<file path="src/rtl/core/text_encoding_detector_unit_assert.svh">
// Assertion macros for the text encoding detector
`ifndef TEXT_ENCODING_DETECTOR_UNIT_ASSERT_SVH
`define TEXT_ENCODING_DETECTOR_UNIT_ASSERT_SVH

// same-cycle implication
`define TED_ASSERT_IMPLY(label, clk, rst, lhs, rhs) \
   label: assert property (@(posedge clk) disable iff (rst) (lhs) |-> (rhs)) \
      else $error("assertion failed: same-cycle implication");

// next-cycle implication
`define TED_ASSERT_NEXT(label, clk, rst, lhs, rhs) \
   label: assert property (@(posedge clk) disable iff (rst) (lhs) |=> (rhs)) \
      else $error("assertion failed: next-cycle implication");

`endif

</file>
<file path="src/rtl/core/ted_pkg.sv">
`default_nettype none

package ted_pkg;

   typedef enum logic [1:0] {
      ENC_LATIN1 = 2'd0,
      ENC_UTF8   = 2'd1,
      ENC_EUCKR  = 2'd2,
      ENC_SJIS   = 2'd3
   } encoding_type;

   localparam logic [7:0] BYTE_LF         = 8'h0A;
   localparam logic [7:0] EUC_LO          = 8'hA1;
   localparam logic [7:0] EUC_HI          = 8'hFE;
   localparam logic [7:0] KANA_LO         = 8'hA1;
   localparam logic [7:0] KANA_HI         = 8'hDF;
   localparam logic [7:0] SJIS_LEAD_LO    = 8'h81;
   localparam logic [7:0] SJIS_LEAD_HI    = 8'h9F;
   localparam logic [7:0] SJIS_LEAD2_LO   = 8'hE0;
   localparam logic [7:0] SJIS_LEAD2_HI   = 8'hFC;
   localparam logic [7:0] SJIS_TRAIL_LO   = 8'h40;
   localparam logic [7:0] SJIS_TRAIL_MID1 = 8'h7E;
   localparam logic [7:0] SJIS_TRAIL_MID2 = 8'h80;
   localparam logic [7:0] SJIS_TRAIL_HI   = 8'hFC;

   typedef struct packed {
      logic       high_byte;
      logic       utf8_valid;
      logic [2:0] utf8_owed;
      logic       euckr_valid;
      logic       euckr_owed;
      logic       sjis_valid;
      logic       sjis_owed;
   } line_state_type;

   localparam line_state_type LINE_START = '{
      high_byte:   1'b0,
      utf8_valid:  1'b1,
      utf8_owed:   3'd0,
      euckr_valid: 1'b1,
      euckr_owed:  1'b0,
      sjis_valid:  1'b1,
      sjis_owed:   1'b0
   };

   typedef struct packed {
      logic         decide;
      encoding_type enc;
   } line_verdict_type;

   function automatic line_verdict_type close_line(input line_state_type line);
      line_verdict_type res;
      res.decide = 1'b0;
      res.enc    = ENC_LATIN1;
      if (line.high_byte) begin
         priority if (line.utf8_valid && line.utf8_owed == 3'd0) begin
            res.decide = 1'b1;
            res.enc    = ENC_UTF8;
         end else if (line.euckr_valid && !line.euckr_owed) begin
            res.decide = 1'b1;
            res.enc    = ENC_EUCKR;
         end else if (line.sjis_valid && !line.sjis_owed) begin
            res.decide = 1'b1;
            res.enc    = ENC_SJIS;
         end else begin
            res.decide = 1'b0;
         end
      end
      return res;
   endfunction

endpackage

`default_nettype wire

</file>
<file path="src/rtl/core/ted_req_if.sv">
`default_nettype none

interface ted_req_if;
   logic       valid;
   logic       ready;
   logic       mode;
   logic [7:0] data_byte;

   modport source (output valid, output mode, output data_byte, input ready);
   modport sink (input valid, input mode, input data_byte, output ready);
endinterface

`default_nettype wire

</file>
<file path="src/rtl/core/ted_rsp_if.sv">
`default_nettype none

interface ted_rsp_if;
   logic       valid;
   logic       ready;
   logic [1:0] encoding;

   modport source (output valid, output encoding, input ready);
   modport sink (input valid, input encoding, output ready);
endinterface

`default_nettype wire

</file>
<file path="src/rtl/core/text_encoding_detector_unit.sv">
// Text encoding detector.
// req_chan carries one file byte per transfer (mode 0) or an end-of-file
// marker (mode 1, byte ignored). A 0x0A byte closes the current line.
// rsp_chan carries one encoding per end of file: 0 Latin-1, 1 UTF-8,
// 2 EUC-KR, 3 Shift-JIS. Data bytes never produce a response.
// Throughput: one transfer per cycle while no end of file waits for a free
// response slot, set by the line state update that feeds back on itself
// through the line and verdict registers. An end of file passes from the
// input register to the response register, which drives rsp_chan.valid.
// Reset clears the verdict, the line state and both stage valids; the block
// accepts transfers as soon as reset is released.
// When rsp_chan stalls, the response is held; following data bytes still
// flow, and a second end of file waits in the input register, which then
// holds req_chan.ready low until the response slot frees.
// After end of file the detector returns to its reset state for the next file.
`default_nettype none

module text_encoding_detector_unit (
   input  logic      clock,
   input  logic      reset,
   ted_req_if.sink   req_chan,
   ted_rsp_if.source rsp_chan
);
   import ted_pkg::*;

   logic             s1_valid_ff;
   logic             s1_valid_in;
   logic             s1_mode_ff;
   logic [7:0]       s1_byte_ff;
   logic             accept;
   logic             advance;
   logic             out_free;

   logic             verdict_fixed_ff;
   logic             verdict_fixed_in;
   encoding_type     verdict_ff;
   encoding_type     verdict_in;
   line_state_type   line_ff;
   line_state_type   line_in;
   line_state_type   line_next;
   line_verdict_type closing;
   logic             out_load;
   encoding_type     out_enc;

   assign advance        = s1_valid_ff && (!s1_mode_ff || out_free);
   assign req_chan.ready = !s1_valid_ff || advance;
   assign accept         = req_chan.valid && req_chan.ready;

   always_comb begin
      s1_valid_in = s1_valid_ff;
      if (accept) begin
         s1_valid_in = 1'b1;
      end else if (advance) begin
         s1_valid_in = 1'b0;
      end
   end

   always_ff @(posedge clock) begin
      if (reset) begin
         s1_valid_ff <= 1'b0;
      end else begin
         s1_valid_ff <= s1_valid_in;
      end
   end

   always_ff @(posedge clock) begin
      if (accept) begin
         s1_mode_ff <= req_chan.mode;
         s1_byte_ff <= req_chan.data_byte;
      end
   end

   ted_line_check u_line_check (
      .line_in   (line_ff),
      .data_byte (s1_byte_ff),
      .line_out  (line_next)
   );

   assign closing = close_line(line_ff);

   always_comb begin
      verdict_fixed_in = verdict_fixed_ff;
      verdict_in       = verdict_ff;
      line_in          = line_ff;
      out_load         = 1'b0;
      out_enc          = verdict_ff;
      if (advance) begin
         priority if (s1_mode_ff) begin
            out_load         = 1'b1;
            out_enc          = (!verdict_fixed_ff && closing.decide) ? closing.enc
                                                                     : verdict_ff;
            verdict_fixed_in = 1'b0;
            verdict_in       = ENC_LATIN1;
            line_in          = LINE_START;
         end else if (verdict_fixed_ff) begin
            line_in = line_ff;
         end else if (s1_byte_ff == BYTE_LF) begin
            if (closing.decide) begin
               verdict_fixed_in = 1'b1;
               verdict_in       = closing.enc;
            end
            line_in = LINE_START;
         end else begin
            line_in = line_next;
         end
      end
   end

   always_ff @(posedge clock) begin
      if (reset) begin
         verdict_fixed_ff <= 1'b0;
         verdict_ff       <= ENC_LATIN1;
         line_ff          <= LINE_START;
      end else begin
         verdict_fixed_ff <= verdict_fixed_in;
         verdict_ff       <= verdict_in;
         line_ff          <= line_in;
      end
   end

   ted_out_reg u_out_reg (
      .clock    (clock),
      .reset    (reset),
      .load     (out_load),
      .load_enc (out_enc),
      .free     (out_free),
      .rsp_chan (rsp_chan)
   );

`include "text_encoding_detector_unit_assert.svh"

   `TED_ASSERT_IMPLY(a_eof_stall, clock, reset,
      s1_valid_ff && s1_mode_ff && !out_free, !req_chan.ready)
   `TED_ASSERT_NEXT(a_eof_emits, clock, reset,
      advance && s1_mode_ff, rsp_chan.valid)
   `TED_ASSERT_NEXT(a_eof_clears, clock, reset,
      advance && s1_mode_ff, !verdict_fixed_ff && line_ff == LINE_START)
   `TED_ASSERT_IMPLY(a_fixed_idle_line, clock, reset,
      verdict_fixed_ff, line_ff == LINE_START)

endmodule

`default_nettype wire

</file>
<file path="src/rtl/core/ted_line_check.sv">
`default_nettype none

module ted_line_check (
   input  ted_pkg::line_state_type line_in,
   input  logic [7:0]              data_byte,
   output ted_pkg::line_state_type line_out
);
   import ted_pkg::*;

   logic [7:0] b;
   logic       cont;
   logic       sjis_trail_ok;

   assign b             = data_byte;
   assign cont          = (b[7:6] == 2'b10);
   assign sjis_trail_ok = (b >= SJIS_TRAIL_LO && b <= SJIS_TRAIL_MID1) ||
                          (b >= SJIS_TRAIL_MID2 && b <= SJIS_TRAIL_HI);

   always_comb begin
      line_out = line_in;
      if (b[7]) begin
         line_out.high_byte = 1'b1;
      end

      if (line_in.utf8_valid) begin
         if (line_in.utf8_owed != 3'd0) begin
            if (cont) begin
               line_out.utf8_owed = line_in.utf8_owed - 3'd1;
            end else begin
               line_out.utf8_valid = 1'b0;
               line_out.utf8_owed  = 3'd0;
            end
         end else begin
            priority if (cont || b[7:1] == 7'h7F) begin
               line_out.utf8_valid = 1'b0;
            end else if (!b[7]) begin
               line_out.utf8_owed = 3'd0;
            end else if (b[7:5] == 3'b110) begin
               line_out.utf8_owed = 3'd1;
            end else if (b[7:4] == 4'b1110) begin
               line_out.utf8_owed = 3'd2;
            end else if (b[7:3] == 5'b11110) begin
               line_out.utf8_owed = 3'd3;
            end else if (b[7:2] == 6'b111110) begin
               line_out.utf8_owed = 3'd4;
            end else begin
               line_out.utf8_owed = 3'd5;
            end
         end
      end

      if (line_in.euckr_valid) begin
         if (line_in.euckr_owed) begin
            line_out.euckr_owed = 1'b0;
            if (b < EUC_LO || b > EUC_HI) begin
               line_out.euckr_valid = 1'b0;
            end
         end else if (b[7]) begin
            if (b >= EUC_LO && b <= EUC_HI) begin
               line_out.euckr_owed = 1'b1;
            end else begin
               line_out.euckr_valid = 1'b0;
            end
         end
      end

      if (line_in.sjis_valid) begin
         if (line_in.sjis_owed) begin
            line_out.sjis_owed = 1'b0;
            if (!sjis_trail_ok) begin
               line_out.sjis_valid = 1'b0;
            end
         end else if (b[7]) begin
            priority if (b >= KANA_LO && b <= KANA_HI) begin
               line_out.sjis_owed = 1'b0;
            end else if ((b >= SJIS_LEAD_LO && b <= SJIS_LEAD_HI) ||
                         (b >= SJIS_LEAD2_LO && b <= SJIS_LEAD2_HI)) begin
               line_out.sjis_owed = 1'b1;
            end else begin
               line_out.sjis_valid = 1'b0;
            end
         end
      end
   end

endmodule

`default_nettype wire

</file>
<file path="src/rtl/core/ted_out_reg.sv">
`default_nettype none

module ted_out_reg (
   input  logic                  clock,
   input  logic                  reset,
   input  logic                  load,
   input  ted_pkg::encoding_type load_enc,
   output logic                  free,
   ted_rsp_if.source             rsp_chan
);
   import ted_pkg::*;

   logic         valid_ff;
   logic         valid_in;
   encoding_type enc_ff;

   assign free              = !valid_ff || rsp_chan.ready;
   assign rsp_chan.valid    = valid_ff;
   assign rsp_chan.encoding = enc_ff;

   always_comb begin
      valid_in = valid_ff;
      if (load) begin
         valid_in = 1'b1;
      end else if (rsp_chan.ready) begin
         valid_in = 1'b0;
      end
   end

   always_ff @(posedge clock) begin
      if (reset) begin
         valid_ff <= 1'b0;
      end else begin
         valid_ff <= valid_in;
      end
   end

   always_ff @(posedge clock) begin
      if (load) begin
         enc_ff <= load_enc;
      end
   end

endmodule

`default_nettype wire

</file>
<file path="src/flat_wrapper.sv">
// flat-port wrapper written by rule: the top's interface ports become plain ports
module text_encoding_detector_unit_flat import ted_pkg::*;
  (clock, reset, req_chan_valid, req_chan_mode, req_chan_data_byte, req_chan_ready, rsp_chan_valid, rsp_chan_encoding, rsp_chan_ready);
  ted_req_if req_chan_i ();
  ted_rsp_if rsp_chan_i ();
  input  logic clock;
  input  logic reset;
  input wire logic [$bits(req_chan_i.valid)-1:0] req_chan_valid;
  input wire logic [$bits(req_chan_i.mode)-1:0] req_chan_mode;
  input wire logic [$bits(req_chan_i.data_byte)-1:0] req_chan_data_byte;
  output wire logic [$bits(req_chan_i.ready)-1:0] req_chan_ready;
  output wire logic [$bits(rsp_chan_i.valid)-1:0] rsp_chan_valid;
  output wire logic [$bits(rsp_chan_i.encoding)-1:0] rsp_chan_encoding;
  input wire logic [$bits(rsp_chan_i.ready)-1:0] rsp_chan_ready;
  assign req_chan_i.valid = req_chan_valid;
  assign req_chan_i.mode = req_chan_mode;
  assign req_chan_i.data_byte = req_chan_data_byte;
  assign req_chan_ready = req_chan_i.ready;
  assign rsp_chan_valid = rsp_chan_i.valid;
  assign rsp_chan_encoding = rsp_chan_i.encoding;
  assign rsp_chan_i.ready = rsp_chan_ready;
  text_encoding_detector_unit u_core (.clock(clock), .reset(reset), .req_chan(req_chan_i), .rsp_chan(rsp_chan_i));
endmodule
</file>
<file path="config.mk">
export PLATFORM = sky130hd
export DESIGN_NAME = text_encoding_detector_unit_flat
export DESIGN_NICKNAME = d
export VERILOG_FILES = /design/src/rtl/core/ted_pkg.sv /design/src/rtl/core/ted_req_if.sv /design/src/rtl/core/ted_rsp_if.sv /design/src/rtl/core/text_encoding_detector_unit.sv /design/src/rtl/core/ted_line_check.sv /design/src/rtl/core/ted_out_reg.sv /design/src/flat_wrapper.sv
export VERILOG_INCLUDE_DIRS = /design/src /design/src/rtl/core
export SDC_FILE = /design/constraint.sdc
export NUM_CORES = 1
export LEC_CHECK = 0
export BUFFER_PORTS_ARGS = -buffer_cell sky130_fd_sc_hd__buf_2
export CAP_MARGIN = 30
export CORE_ASPECT_RATIO = 0.8
export CORE_UTILIZATION = 60
export DETAILED_ROUTE_END_ITERATION = 8
export GPL_TIMING_DRIVEN = 1
export PLACE_DENSITY = 0.89
export SKIP_LAST_GASP = 1
export SLEW_MARGIN = 15
export SYNTH_ARGS = -nofsm -noshare
export SYNTH_HDL_FRONTEND = slang
export SYNTH_HIERARCHICAL = 1
export SYNTH_SLANG_ARGS = --single-unit
export TNS_END_PERCENT = 50
</file>
<file path="constraint.sdc">
create_clock -name clock -period 3.4 [get_ports clock]
set_input_delay 0.51 -clock clock [delete_from_list [all_inputs] [get_ports clock]]
set_output_delay 0.51 -clock clock [all_outputs]
set_load 0.01 [all_outputs]
</file>
# Word-level counts from Yosys, hierarchy flattened
# Cells that the tools add are included.
# word_totals
register_bits	25
inputBits	13
out_inout_bits	4
elab_cells	126
# op_classes
n_addsub	1
order_cmp	12
n_eq_ne	9
muxes	49
reduce_logical	41
# ops
op	n
$ge A8 B8 Y1 const B	4
$le A8 B8 Y1 const B	4
$mux W2	14
$mux W3	9
$mux W9	3
$mux W1	21
$reduce_bool A3 Y1	5
$logic_and A1 B1 Y1	12
$reduce_and A3 Y1	3
$eq A8 B4 Y1 const B	1
$ge A8 B7 Y1 const B	1
$gt A8 B8 Y1 const B	1
$le A8 B7 Y1 const B	1
$lt A8 B8 Y1 const B	1
$mux W4	2
$reduce_and A4 Y1	2
$reduce_bool A2 Y1	4
$eq A7 B7 Y1 const B	1
$logic_or A1 B1 Y1	7
$eq A6 B6 Y1 const B	1
$logic_not A1 Y1	6
$eq A5 B5 Y1 const B	1
$eq A4 B4 Y1 const B	1
$ne A4 B2 Y1 const B	1
other kinds (6)	6

# Depth between registers and ports, before layout
# logic_depth
depth_word	12
ltp_mapped	7
depth_no_buf	7

# By module
# Netlist, hierarchy kept.
# by_module_without_submodules
module	n_inst	cells_per_inst	area_each_um2	seq_area_each_um2
text_encoding_detector_unit	1	78	964.7	530.5
ted_line_check	1	57	367.9	0.0
ted_out_reg	1	6	106.4	80.1

# Worst setup path after synthesis
# No wires, ideal clock.
# synth_timing
path_kind	reg-to-reg
start	reg u_core.s1_byte_ff[1]
end	reg u_core/line_ff[1] (netlist bit)
setup_ns	0.123
t_arrival_ns	1.473
required_time_ns	3.277
slack_ns	1.804
stages_incl_launch_ff	7
n_path_buf	0
period_less_slack_ns	1.596
path_cell_list	edfxtp_1 nor4_1 nand2_1 o32ai_1 a21oi_1 nor4_1 o21bai_1
# synth_lines
element	line_no	source
start: declaration	text_encoding_detector_unit.sv:29	logic [7:0] s1_byte_ff;
start signal: assignment	text_encoding_detector_unit.sv:69	s1_byte_ff <= req_chan.data_byte;
end signal: assignment	text_encoding_detector_unit.sv:117	line_ff <= line_in;
end: declaration	text_encoding_detector_unit.sv:38	line_state_type line_ff;

==> results.cfg <==
[synthesis]
synth_area_leader_cell = edfxtp_1
seq_area_frac_synth_pct = 42.4
yosys_warnings = 6
syn_area_per_cell_um2 = 10.2
async_reset_ff_share_pct = 0
synthesis.instances = 141
synth_edf_count = 11
ys_seq_elements = 25
synth.distinct_cells = 51
synth_area_um2 = 1440
mappedNetlistNets = 156
ys.flop_type = dfxtp_1
yosys.area.top_type_share_pct = 23.0
synthTopCellsByArea = edfxtp_1 23%, dfxtp_1 19%, a22o_1 3.7%

[floorplanning]
die_width_um = 56.8
dieArea_um2 = 2600
start_util_pct = 65.0
die_h_um = 45.8
num_rows = 15
io_pins = 17
coreArea_um2 = 2210

[clock_network]
clockBufferDepth = 2
clk_pin_slew_ps = 140
cts_root_buf = clkbuf_4
cts_tree = yes
clock_latency_ps = 330
cts-buffers-inserted = 3
postCtsResizedCells = 0
post-cts-setup-buffers = 0
clkSinkCount = 25
cts_max_level = 1
holdBufCountCts = 0

[sta]
rsz0062_at_grt = false
slew_headroom_pct = 63.6
skew_ps = 10.6
finalCritPeriodShare_pct = 51.8
maxSlewViolCount = 0
tightest_slew_ps = 541
fin_hold_ws_ps = 342
finalSetupViolations = 0
fin_crit_ps = 1760
max_freq_mhz = 568
hold_violations = 0
setup_tns_ps = 0

[final_layout]
design_area_um2 = 1550
layout-drive-gt1-share_pct = 20.9
final_util_pct = 70.1
area_growth_pct = 7.91
nets = 174
n_antenna_cell = 0

[grt]
grt_pass1_vias = 1002
track_usage_pct = 23.1
grt_max_degree = 16
grt_pass1_wl_um = 4480
overflow = 0
antenna_found_initial = 0

[placed_design]
port-buffer-count = 16
postPlaceCellArea_um2 = 1520
hpwlAfterDp_um = 2040
gp_congestion = 0.892

[worst_setup_path]
required_ps = 3630
cp_max_fo = 5
arrival_ps = 2000
start_kind = register
end_kind = register
worstSetupPathType = reg -> reg

[min_path]
hp-class = in -> reg

[route]
route.vias.total = 1171
ant_nets = 0
first_pass_iters = 6
drt_wl_total_um = 2720
detail_route.iter0.violations = 35
drc_errors = 2
avgRoutedWirePerCell_um = 14.9
via_per_inst = 6.40

[flow_run]
cap_violations = 0

[status]
violations = DRC
outcome = complete, but fails checks

[power_and_ir_drop]
vdd_drop_max_mv = 0.292
leakagePower_uw = 0.000608
pwr_density_cell_nw_per_um2 = 346
-- worst max-delay path, stage by stage, from the launching register on --
cell and delay, ps:
edfxtp_1 510, nor4_1 300, nand2_1 140, o32ai_1 240
a21oi_1 100, nor4_1 270, o21bai_1 110
-- per-layer routing --
| metal | track usage, % | vias up | share of wire (%) |
|---|---|---|---|
| li1 | - | 575 | - |
| met1 | 30.3 | 545 | 48 |
| met2 | 36.9 | 47 | 44 |
| met3 | 6.82 | 4 | 6.8 |
| met4 | 8.29 | 0 | 1.2 |
| met5 | 0 | - | 0 |
-- synthesized netlist by cell type (2+ instances only) --
| library cell | instances |
|---|---|
| a21oi_1 | 6 |
| nand3b_1 | 3 |
| nand4_1 | 3 |
| nand3_1 | 7 |
| nand2_1 | 10 |
| a22o_1 | 6 |
| edfxtp_1 | 11 |
| nor2_1 | 8 |
| o21a_1 | 2 |
| o21ai_0 | 5 |
| and3_1 | 2 |
| inv_1 | 7 |
| o2111ai_1 | 2 |
| nor3_1 | 2 |
| o221ai_1 | 2 |
| nor4_1 | 5 |
| o21bai_1 | 3 |
| dfxtp_1 | 14 |
| o22ai_1 | 2 |
| o22a_1 | 2 |
| ha_1 | 2 |
| o31ai_1 | 2 |
| buf_6 | 2 |
| nand2b_1 | 4 |
| nor2b_1 | 3 |
-- final timing paths --
path / from / depth (start not counted) / slack [ps] / end
setup / recovery: u_core/s1_byte_ff[1] / 6 / 1640 / u_core/line_ff[1]
hold / removal: req_chan_data_byte[7] / 1 / 340 / u_core/s1_byte_ff[7]
setup reg to reg: u_core/s1_byte_ff[1] / 6 / 1640 / u_core/line_ff[1]
hold reg to reg: u_core/verdict_ff[0] / 2 / 480 / u_core/verdict_ff[0]
-- cells in the final DEF (no fill, tap or decap), types with 2 or more instances in the layout --
cell	Yosys	routed
nand3b_1	3	3
nor3_1	2	2
o22ai_1	2	2
o31ai_1	2	2
dfxtp_1	14	14
and3_1	2	2
nor2b_1	3	3
a22o_1	6	6
nand4_1	3	3
o2111ai_1	2	2
o21ai_0	5	5
nand2b_1	4	4
o21bai_1	3	3
o21a_1	2	2
ha_1	2	2
nor4_1	5	5
buf_2	1	16
nand3_1	7	7
nor2_1	8	8
o221ai_1	2	2
edfxtp_1	11	11
o22a_1	2	2
a21oi_1	6	6
nand2_1	10	10
clkbuf_4	0	3
inv_1	7	7
-- final cells by class --
class / count / area [um2]
inverter: 7 / 26.3
sequential: 25 / 611
tap: 25 / 31.3
clock buffer: 3 / 22.5
timing repair buffer: 16 / 80.1
multi-input combinational: 106 / 774
fill: 173 / 662
clock inverter: 1 / 7.51
-- sequential cells by signal (all words and copies together), names as in the netlist --
| signal | cells |
|---|---|
| u_core/u_out_reg/rsp_chan.valid | 1 |
| u_core/s1_mode_ff | 1 |
| u_core/s1_byte_ff | 8 |
| u_core/verdict_ff | 2 |
| u_core/verdict_fixed_ff | 1 |
| u_core/s1_valid_ff | 1 |
| u_core/line_ff | 9 |
| u_core/u_out_reg/rsp_chan.encoding | 2 |
-- stage by stage --
step	setup slack [ps]	std cells	total power, uW
global placement	1710	179	403
detailed placement	1660	179	405
global route	1570	183	563
floorplan	1800	141	388
CTS	1650	183	540
finish	1640	183	537
-- cell families (layout without fill, tap and decap cells) --
| logic type | after synthesis | in the layout | share of synthesized area (%) |
|---|---|---|---|
| buffers and inverters | 10 | 27 | 3.74 |
| adders and majority gates | 2 | 2 | 1.74 |
| and+or+nand+nor | 63 | 63 | 30.7 |
| AOI/OAI and AO/OA | 41 | 41 | 21.4 |
| DFF | 25 | 25 | 42.4 |
-- power breakdown --
| group | internal [uW] | total [uW] | switching (uW) | leakage [uW] |
|---|---|---|---|---|
| logic | 28.1 | 59.9 | 31.7 | 0.000375 |
| registers | 324 | 340 | 15.8 | 0.000218 |
| clock network | 45.1 | 137 | 91.5 | 0.0000139 |
| total | 398 | 537 | 139 | 0.000608 |
Power figures use the tool's default switching activity.
